**src/design/brf_pkg.sv**
```systemverilog
// Package: shared constants, types and count helper for the byte ring FIFO.
`timescale 1ns / 1ps

package brf_pkg;

    localparam int DEPTH    = 256;
    localparam int PTR_W    = $clog2(DEPTH);
    localparam int CNT_W    = 9;
    localparam int BYTE_W   = 8;
    localparam int REQ_W    = 2;
    localparam int M_DATA_W = 32;

    localparam logic [CNT_W-1:0] SIZE_RESET = CNT_W'(256);
    localparam logic [CNT_W-1:0] DEPTH_CNT  = CNT_W'(DEPTH);

    // Request codes
    localparam logic [REQ_W-1:0] REQ_PUSH  = 2'd0;
    localparam logic [REQ_W-1:0] REQ_FORCE = 2'd1;
    localparam logic [REQ_W-1:0] REQ_POP   = 2'd2;
    localparam logic [REQ_W-1:0] REQ_CLEAR = 2'd3;

    typedef logic [PTR_W-1:0] ptr_t;
    typedef logic [CNT_W-1:0] cnt_t;

    // Controller to datapath
    typedef struct packed {
        logic load_req;   // latch the input item, sample ring at read pointer
        logic commit;     // apply the request and load the result register
        logic cfg_write;  // new ring length, pointers cleared
    } brf_cmd_t;

    // Datapath to controller
    typedef struct packed {
        logic out_free;   // result register can take a new item this cycle
    } brf_status_t;

    // Bytes held, from pointers and wrap bits.
    function automatic cnt_t held_count(ptr_t rp, ptr_t wp, logic rw, logic ww, cnt_t len);
        cnt_t r;
        if (rp == wp) begin
            r = (rw == ww) ? '0 : len;
        end else if (wp > rp) begin
            r = {1'b0, wp} - {1'b0, rp};
        end else begin
            r = len - {1'b0, rp} + {1'b0, wp};
        end
        return r;
    endfunction

endpackage

```
**src/design/brf_ctrl.sv**
```systemverilog
// Controller: two-state sequencer for request accept and execute.
`timescale 1ns / 1ps

module brf_ctrl (
    input  logic                 aclk,
    input  logic                 aresetn,
    input  logic                 s_tvalid,
    output logic                 s_tready,
    input  logic                 cfg_valid,
    output logic                 cfg_ready,
    input  brf_pkg::brf_status_t status,
    output brf_pkg::brf_cmd_t    cmd
);

    localparam logic ST_IDLE = 1'b0;
    localparam logic ST_EXEC = 1'b1;

    logic state_reg;
    logic state_next;

    always_comb begin
        cfg_ready     = (state_reg == ST_IDLE);
        s_tready      = (state_reg == ST_IDLE) && !cfg_valid;
        cmd.cfg_write = cfg_valid && cfg_ready;
        cmd.load_req  = s_tvalid && s_tready;
        cmd.commit    = (state_reg == ST_EXEC) && status.out_free;
        state_next    = state_reg;
        unique case (state_reg)
            ST_IDLE: begin
                if (cmd.load_req) begin
                    state_next = ST_EXEC;
                end
            end
            ST_EXEC: begin
                if (cmd.commit) begin
                    state_next = ST_IDLE;
                end
            end
            default: state_next = ST_IDLE;
        endcase
    end

    always_ff @(posedge aclk) begin
        if (!aresetn) begin
            state_reg <= ST_IDLE;
        end else begin
            state_reg <= state_next;
        end
    end

endmodule

```
**src/design/brf_datapath.sv**
```systemverilog
// Datapath: ring storage, pointers with wrap bits, counts and result register.
`timescale 1ns / 1ps

module brf_datapath (
    input  logic                          aclk,
    input  logic                          aresetn,
    input  brf_pkg::brf_cmd_t             cmd,
    output brf_pkg::brf_status_t          status,
    input  logic [brf_pkg::REQ_W-1:0]     req_type,
    input  logic [brf_pkg::BYTE_W-1:0]    push_data,
    input  logic [brf_pkg::CNT_W-1:0]     cfg_data,
    output logic                          m_tvalid,
    input  logic                          m_tready,
    output logic [brf_pkg::M_DATA_W-1:0]  m_tdata,
    output logic [0:0]                    m_tuser
);

    logic [brf_pkg::BYTE_W-1:0] ring_mem [brf_pkg::DEPTH];
    logic [brf_pkg::BYTE_W-1:0] rd_data_reg;

    brf_pkg::cnt_t              size_reg;
    brf_pkg::ptr_t              rp_reg;
    brf_pkg::ptr_t              wp_reg;
    logic                       rw_reg;
    logic                       ww_reg;
    logic [brf_pkg::REQ_W-1:0]  req_reg;
    logic [brf_pkg::BYTE_W-1:0] byte_reg;

    logic                        out_valid_reg;
    logic [brf_pkg::M_DATA_W-1:0] out_data_reg;
    logic                        out_acc_reg;

    brf_pkg::cnt_t len;
    brf_pkg::cnt_t cnt_now;
    brf_pkg::cnt_t cnt_after;
    brf_pkg::cnt_t space_after;
    logic          full;
    logic          empty;
    logic          wp_wrap;
    logic          rp_wrap;
    brf_pkg::ptr_t wp_adv;
    brf_pkg::ptr_t rp_adv;
    logic          do_store;
    logic          ok;
    logic [brf_pkg::BYTE_W-1:0] pop_byte;

    assign status.out_free = !out_valid_reg || m_tready;

    always_comb begin
        len       = (size_reg > brf_pkg::DEPTH_CNT) ? brf_pkg::DEPTH_CNT : size_reg;
        cnt_now   = brf_pkg::held_count(rp_reg, wp_reg, rw_reg, ww_reg, len);
        full      = (cnt_now >= len);
        empty     = (cnt_now == '0);
        wp_wrap   = ({1'b0, wp_reg} + brf_pkg::CNT_W'(1)) >= len;
        rp_wrap   = ({1'b0, rp_reg} + brf_pkg::CNT_W'(1)) >= len;
        wp_adv    = wp_wrap ? '0 : wp_reg + brf_pkg::PTR_W'(1);
        rp_adv    = rp_wrap ? '0 : rp_reg + brf_pkg::PTR_W'(1);
        ok        = 1'b0;
        do_store  = 1'b0;
        pop_byte  = '0;
        cnt_after = cnt_now;
        if (len != '0) begin
            case (req_reg)
                brf_pkg::REQ_PUSH: begin
                    if (!full) begin
                        ok        = 1'b1;
                        do_store  = 1'b1;
                        cnt_after = cnt_now + brf_pkg::CNT_W'(1);
                    end
                end
                brf_pkg::REQ_FORCE: begin
                    ok        = 1'b1;
                    do_store  = 1'b1;
                    cnt_after = full ? len : cnt_now + brf_pkg::CNT_W'(1);
                end
                brf_pkg::REQ_POP: begin
                    if (!empty) begin
                        ok        = 1'b1;
                        pop_byte  = rd_data_reg;
                        cnt_after = cnt_now - brf_pkg::CNT_W'(1);
                    end
                end
                default: begin
                    ok        = 1'b1;
                    cnt_after = '0;
                end
            endcase
        end
        space_after = len - cnt_after;
    end

    // Ring storage; read data sampled at the read pointer every cycle
    always_ff @(posedge aclk) begin
        if (cmd.commit && do_store) begin
            ring_mem[wp_reg] <= byte_reg;
        end
        rd_data_reg <= ring_mem[rp_reg];
    end

    always_ff @(posedge aclk) begin
        if (cmd.load_req) begin
            req_reg  <= req_type;
            byte_reg <= push_data;
        end
        if (cmd.commit) begin
            out_data_reg <= brf_pkg::M_DATA_W'({space_after, cnt_after, pop_byte});
            out_acc_reg  <= ok;
        end
    end

    always_ff @(posedge aclk) begin
        if (!aresetn) begin
            size_reg      <= brf_pkg::SIZE_RESET;
            rp_reg        <= '0;
            wp_reg        <= '0;
            rw_reg        <= 1'b0;
            ww_reg        <= 1'b0;
            out_valid_reg <= 1'b0;
        end else begin
            if (cmd.cfg_write) begin
                size_reg <= cfg_data;
                rp_reg   <= '0;
                wp_reg   <= '0;
                rw_reg   <= 1'b0;
                ww_reg   <= 1'b0;
            end else if (cmd.commit && ok) begin
                case (req_reg)
                    brf_pkg::REQ_PUSH: begin
                        wp_reg <= wp_adv;
                        ww_reg <= ww_reg ^ wp_wrap;
                    end
                    brf_pkg::REQ_FORCE: begin
                        wp_reg <= wp_adv;
                        ww_reg <= ww_reg ^ wp_wrap;
                        if (full) begin
                            rp_reg <= wp_adv;
                            rw_reg <= rw_reg ^ wp_wrap;
                        end
                    end
                    brf_pkg::REQ_POP: begin
                        rp_reg <= rp_adv;
                        rw_reg <= rw_reg ^ rp_wrap;
                    end
                    default: begin
                        rp_reg <= '0;
                        wp_reg <= '0;
                        rw_reg <= 1'b0;
                        ww_reg <= 1'b0;
                    end
                endcase
            end
            if (cmd.commit) begin
                out_valid_reg <= 1'b1;
            end else if (m_tready) begin
                out_valid_reg <= 1'b0;
            end
        end
    end

    assign m_tvalid = out_valid_reg;
    assign m_tdata  = out_data_reg;
    assign m_tuser  = out_acc_reg;

endmodule

```
**src/design/byte_ring_fifo_overwrite_core.sv**
```systemverilog
// Top level: byte ring FIFO with overwrite, stream ports and length register.
`timescale 1ns / 1ps

// Byte FIFO over a ring of 256 entries whose in-use length comes from the
// cfg channel (reset 256, values above 256 act as 256, zero refuses every
// request). Each input item is a push, a force push (overwrites the oldest
// byte when full), a pop or a clear; each gives exactly one result item with
// the popped byte, an accepted flag, and the fill and free counts after the
// request. An item is first latched and the ring sampled at the read pointer
// (the storage read is registered), then applied and loaded into the result
// register once it is free; the next item is taken right after, while the
// result may still wait for m_tready. Writing the length clears the pointers
// but keeps stored bytes; write it only while the block is idle.

module byte_ring_fifo_overwrite_core (
    input  logic        aclk,
    input  logic        aresetn,
    // Request items
    input  logic        s_tvalid,
    output logic        s_tready,
    input  logic [7:0]  s_tdata,    // [7:0] push_data
    input  logic [1:0]  s_tuser,    // [1:0] req_type
    // Result items
    output logic        m_tvalid,
    input  logic        m_tready,
    output logic [31:0] m_tdata,    // [7:0] pop_data, [16:8] data_count,
                                    // [25:17] space_count, [31:26] zero
    output logic [0:0]  m_tuser,    // [0] accepted
    // Ring length register
    input  logic        cfg_valid,
    output logic        cfg_ready,
    input  logic [8:0]  cfg_data    // buffer_size
);

    brf_pkg::brf_cmd_t    cmd;
    brf_pkg::brf_status_t status;

    brf_ctrl u_ctrl (
        .aclk      (aclk),
        .aresetn   (aresetn),
        .s_tvalid  (s_tvalid),
        .s_tready  (s_tready),
        .cfg_valid (cfg_valid),
        .cfg_ready (cfg_ready),
        .status    (status),
        .cmd       (cmd)
    );

    brf_datapath u_datapath (
        .aclk      (aclk),
        .aresetn   (aresetn),
        .cmd       (cmd),
        .status    (status),
        .req_type  (s_tuser),
        .push_data (s_tdata),
        .cfg_data  (cfg_data),
        .m_tvalid  (m_tvalid),
        .m_tready  (m_tready),
        .m_tdata   (m_tdata),
        .m_tuser   (m_tuser)
    );

endmodule
```
**config.mk**
```make
export PLATFORM = sky130hd
export DESIGN_NAME = byte_ring_fifo_overwrite_core
export DESIGN_NICKNAME = d
export VERILOG_FILES = /design/src/design/brf_pkg.sv /design/src/design/brf_ctrl.sv /design/src/design/brf_datapath.sv /design/src/design/byte_ring_fifo_overwrite_core.sv
export SDC_FILE = /design/constraint.sdc
export NUM_CORES = 2
export LEC_CHECK = 0
export BUFFER_PORTS_ARGS = -buffer_cell sky130_fd_sc_hd__buf_2
export CORE_ASPECT_RATIO = 0.75
export CORE_MARGIN = 4
export CORE_UTILIZATION = 40
export CTS_CLUSTER_SIZE = 30
export DETAILED_ROUTE_END_ITERATION = 6
export HOLD_SLACK_MARGIN = 0.08
export PLACE_DENSITY = 0.58
export SLEW_MARGIN = 20
export SYNTH_ARGS = -nofsm -noshare
export SYNTH_HDL_FRONTEND = slang
export SYNTH_SLANG_ARGS = --single-unit
```
**constraint.sdc**
```tcl
create_clock -name aclk -period 10.3 [get_ports aclk]
set_input_delay 0 -clock aclk [delete_from_list [all_inputs] [get_ports aclk]]
set_output_delay 0 -clock aclk [all_outputs]
set_load 0.01 [all_outputs]
```
==> reports/metrics.yaml <==
status: "finished, final reports clean"
finalNonFillerCells: 7055
row_count: 146
antenna_found_initial: 6
fin_crit_sh_pct: 84.10
yosys-top-cells-area: "edfxtp_1, mux4_2, nor2_1"
slew_headroom_pct: 6.006
place_area_sq_um: 88380
cts_tree: "done"
synthCells: 3912
finalSetupTns_ps: 0
drc_errors: 0
crit_top_cell: "a21oi_1"
cp.required_ps: 10860
area_delta_synth_final_pct: 12.69
vias: 40800
drtIter0Drc: 5573
slew_viol_final: 0
die_h_um: 406.7
cap_violations: 0
synth_edf_count: 2085
max_freq_mhz: 115.4
start_kind: "register"
grt-ovfl-total: 0
critical_path.max_stage_delay_ps: 810
hpwl_mm: 122.2
root_buffer: "clkbuf_16"
synth.avg_cell_area_sq_um: 21.67
dieArea_sq_um: 219400
nNetsFinal: 4187
holdWs_ps: 321.0
layout_common_cells: "edfxtp_1, mux4_2, nor2_1"
largest_reg_flops: 2048
setup_viol: 0
h-tree-depth: 4
path_max_fanout: 25
yosysWarningCount: 0
insertion_delay_ps: 850
grt_pass1_vias: 40210
cts_made_buffers: 200
rsz0062_at_grt: "no"
yosysTopAreaCell: "edfxtp_1"
critPathSlowestCell: "o41a_1"
pin_count: 60
finalCriticalPeriod_ps: 8663
drt_pre_antenna_iters: 5
final_cell_area_sq_um: 95520
ys_seq_elements: 2122
grt_max_degree: 213
core_sq_um: 211000
gp_congestion: 0.8717
drive_gt1_share_pct: 26.24
ys_seq_area_share_pct: 74.74
via_per_inst: 5.784
clk_pin_slew_ps: 70
io_buffers: 53
cp.arrival_ps: 9220
die_width_um: 539.6
max_slew.worst_pin.slew_ps: 1410
synth_top_cell_area_share_pct: 73.86
ys_async_sr_fraction_pct: 0
nFillCells: 17500
grt.total_usage_pct: 18.78
syn-cell-area_sq_um: 84760
skew_ps: 45.65
final_common_cell: "edfxtp_1"
endpoint_kind: "register"
grt_pass1_wl_mm: 301.4
post_cts_buffers: 0
initial_utilization_pct: 40.17
wirelength_mm: 207.8
ys_types: 81
clock_sinks: 2122
antenna_left: 0
criticalPathCategory: "reg -> reg"
p_leak_nw: 28.71
powerDensity_nw_per_um2: 182.6
clk_path_buf_depth: 4
ys.flop_type: "edfxtp_1"
wl_per_cell_um: 29.45
hold_viol: 0
worstHoldPathType: "in -> reg"
peakVddDrop_mv: 0.1316
dp_cells: 6634
p_total_mw: 17.44
[worst max-delay path: cells and delay by family (launching register included)]
family          cells  cell delay, ps
fa+ha+maj           5            1950
flops               1             710
compound gates     16            4080
xor+xnor            3             450
buf+inv             2             340
simple gates        3             850
[per-layer routing]
metal,track usage [%],up-vias,part of all wire (%)
li1,-,16730,-
met1,29.93,22130,46
met2,26.85,1715,44
met3,4.013,234,8.2
met4,3.228,0,1.5
met5,0,-,0
[final cells by class]
| class | instances | area (sq um) | share of cell area (%) |
|---|---|---|---|
| clock buffer | 241 | 5253 | 5.499 |
| inverter | 62 | 240.2 | 0.2515 |
| timing repair buffer | 187 | 1629 | 1.705 |
| tap | 2812 | 3518 | 3.683 |
| clock inverter | 111 | 1162 | 1.217 |
| antenna | 2 | 5.005 | 0.005239 |
| sequential | 2122 | 63360 | 66.33 |
| multi-input combinational | 1518 | 20350 | 21.30 |
[final timing paths]
check,startpoint,endpoint,slack [ps],cells past startpoint
setup reg to reg,u_datapath.size_reg[8]$_SDFFE_PN1P_,u_datapath.m_tdata[25]$_DFFE_PP_,1640,29
hold / removal,aresetn,u_datapath.wp_reg[3]$_SDFFE_PP0P_,320,5
setup / recovery,u_datapath.size_reg[8]$_SDFFE_PN1P_,u_datapath.m_tdata[25]$_DFFE_PP_,1640,29
hold reg to reg,u_datapath.rw_reg$_SDFFE_PP0P_,u_datapath.rw_reg$_SDFFE_PP0P_,510,2
[stage by stage]
stage	setup WS (ps)	util, %
floorplan	3245	-
global placement	1912	41.89
detailed placement	1788	41.89
CTS	1750	45.23
global route	1201	45.27
finish	1637	45.27
[cell families (layout without fill, tap and decap cells)]
logic type               after synthesis  after routing  synth area share (%)
AO/OA/AOI/OAI                        201            201                 1.655
buffers and inverters                277            601                 1.323
flip-flops                          2122           2122                 74.74
adder cells (fa/ha/maj)               72             72                 1.151
AND/OR/NAND/NOR                      519            519                 2.636
multiplexers                         687            687                 18.15
XOR/XNOR                              33             33                0.3410
other                                  1              8              0.004424
[repair_timing]
action,in CTS,in global routing
resized for setup,0,0
hold buffers,64,0
endpoints found under the hold margin,76,0
[cell usage after synthesis (all sizes together), types with 5 or more instances]
library cell	count
dfxtp	37
nor3	22
a21boi	9
ha	62
a21oi	44
a21o	20
o22ai	6
o21ai	33
nand2b	14
o21bai	6
clkbuf	139
xnor2	23
nor2b	12
and2	14
fa	10
edfxtp	2085
nand3	21
o311ai	5
o21a	6
nor3b	6
xor2	10
o211ai	6
and3	6
buf	76
nor2	308
a211oi	13
inv	61
a221oi	6
nand4	8
a31oi	10
mux4	680
mux2i	6
or3	5
nand2	90
[power breakdown]
| group | internal [mW] | leakage (nW) | switching, mW | total (mW) |
|---|---|---|---|---|
| clock | 4.21 | 3.15 | 3.18 | 7.39 |
| combinational | 0.208 | 6.51 | 0.368 | 0.576 |
| sequential | 9.46 | 19.1 | 0.0120 | 9.48 |
| total | 13.9 | 28.7 | 3.56 | 17.4 |
Power figures use the tool's default switching activity.
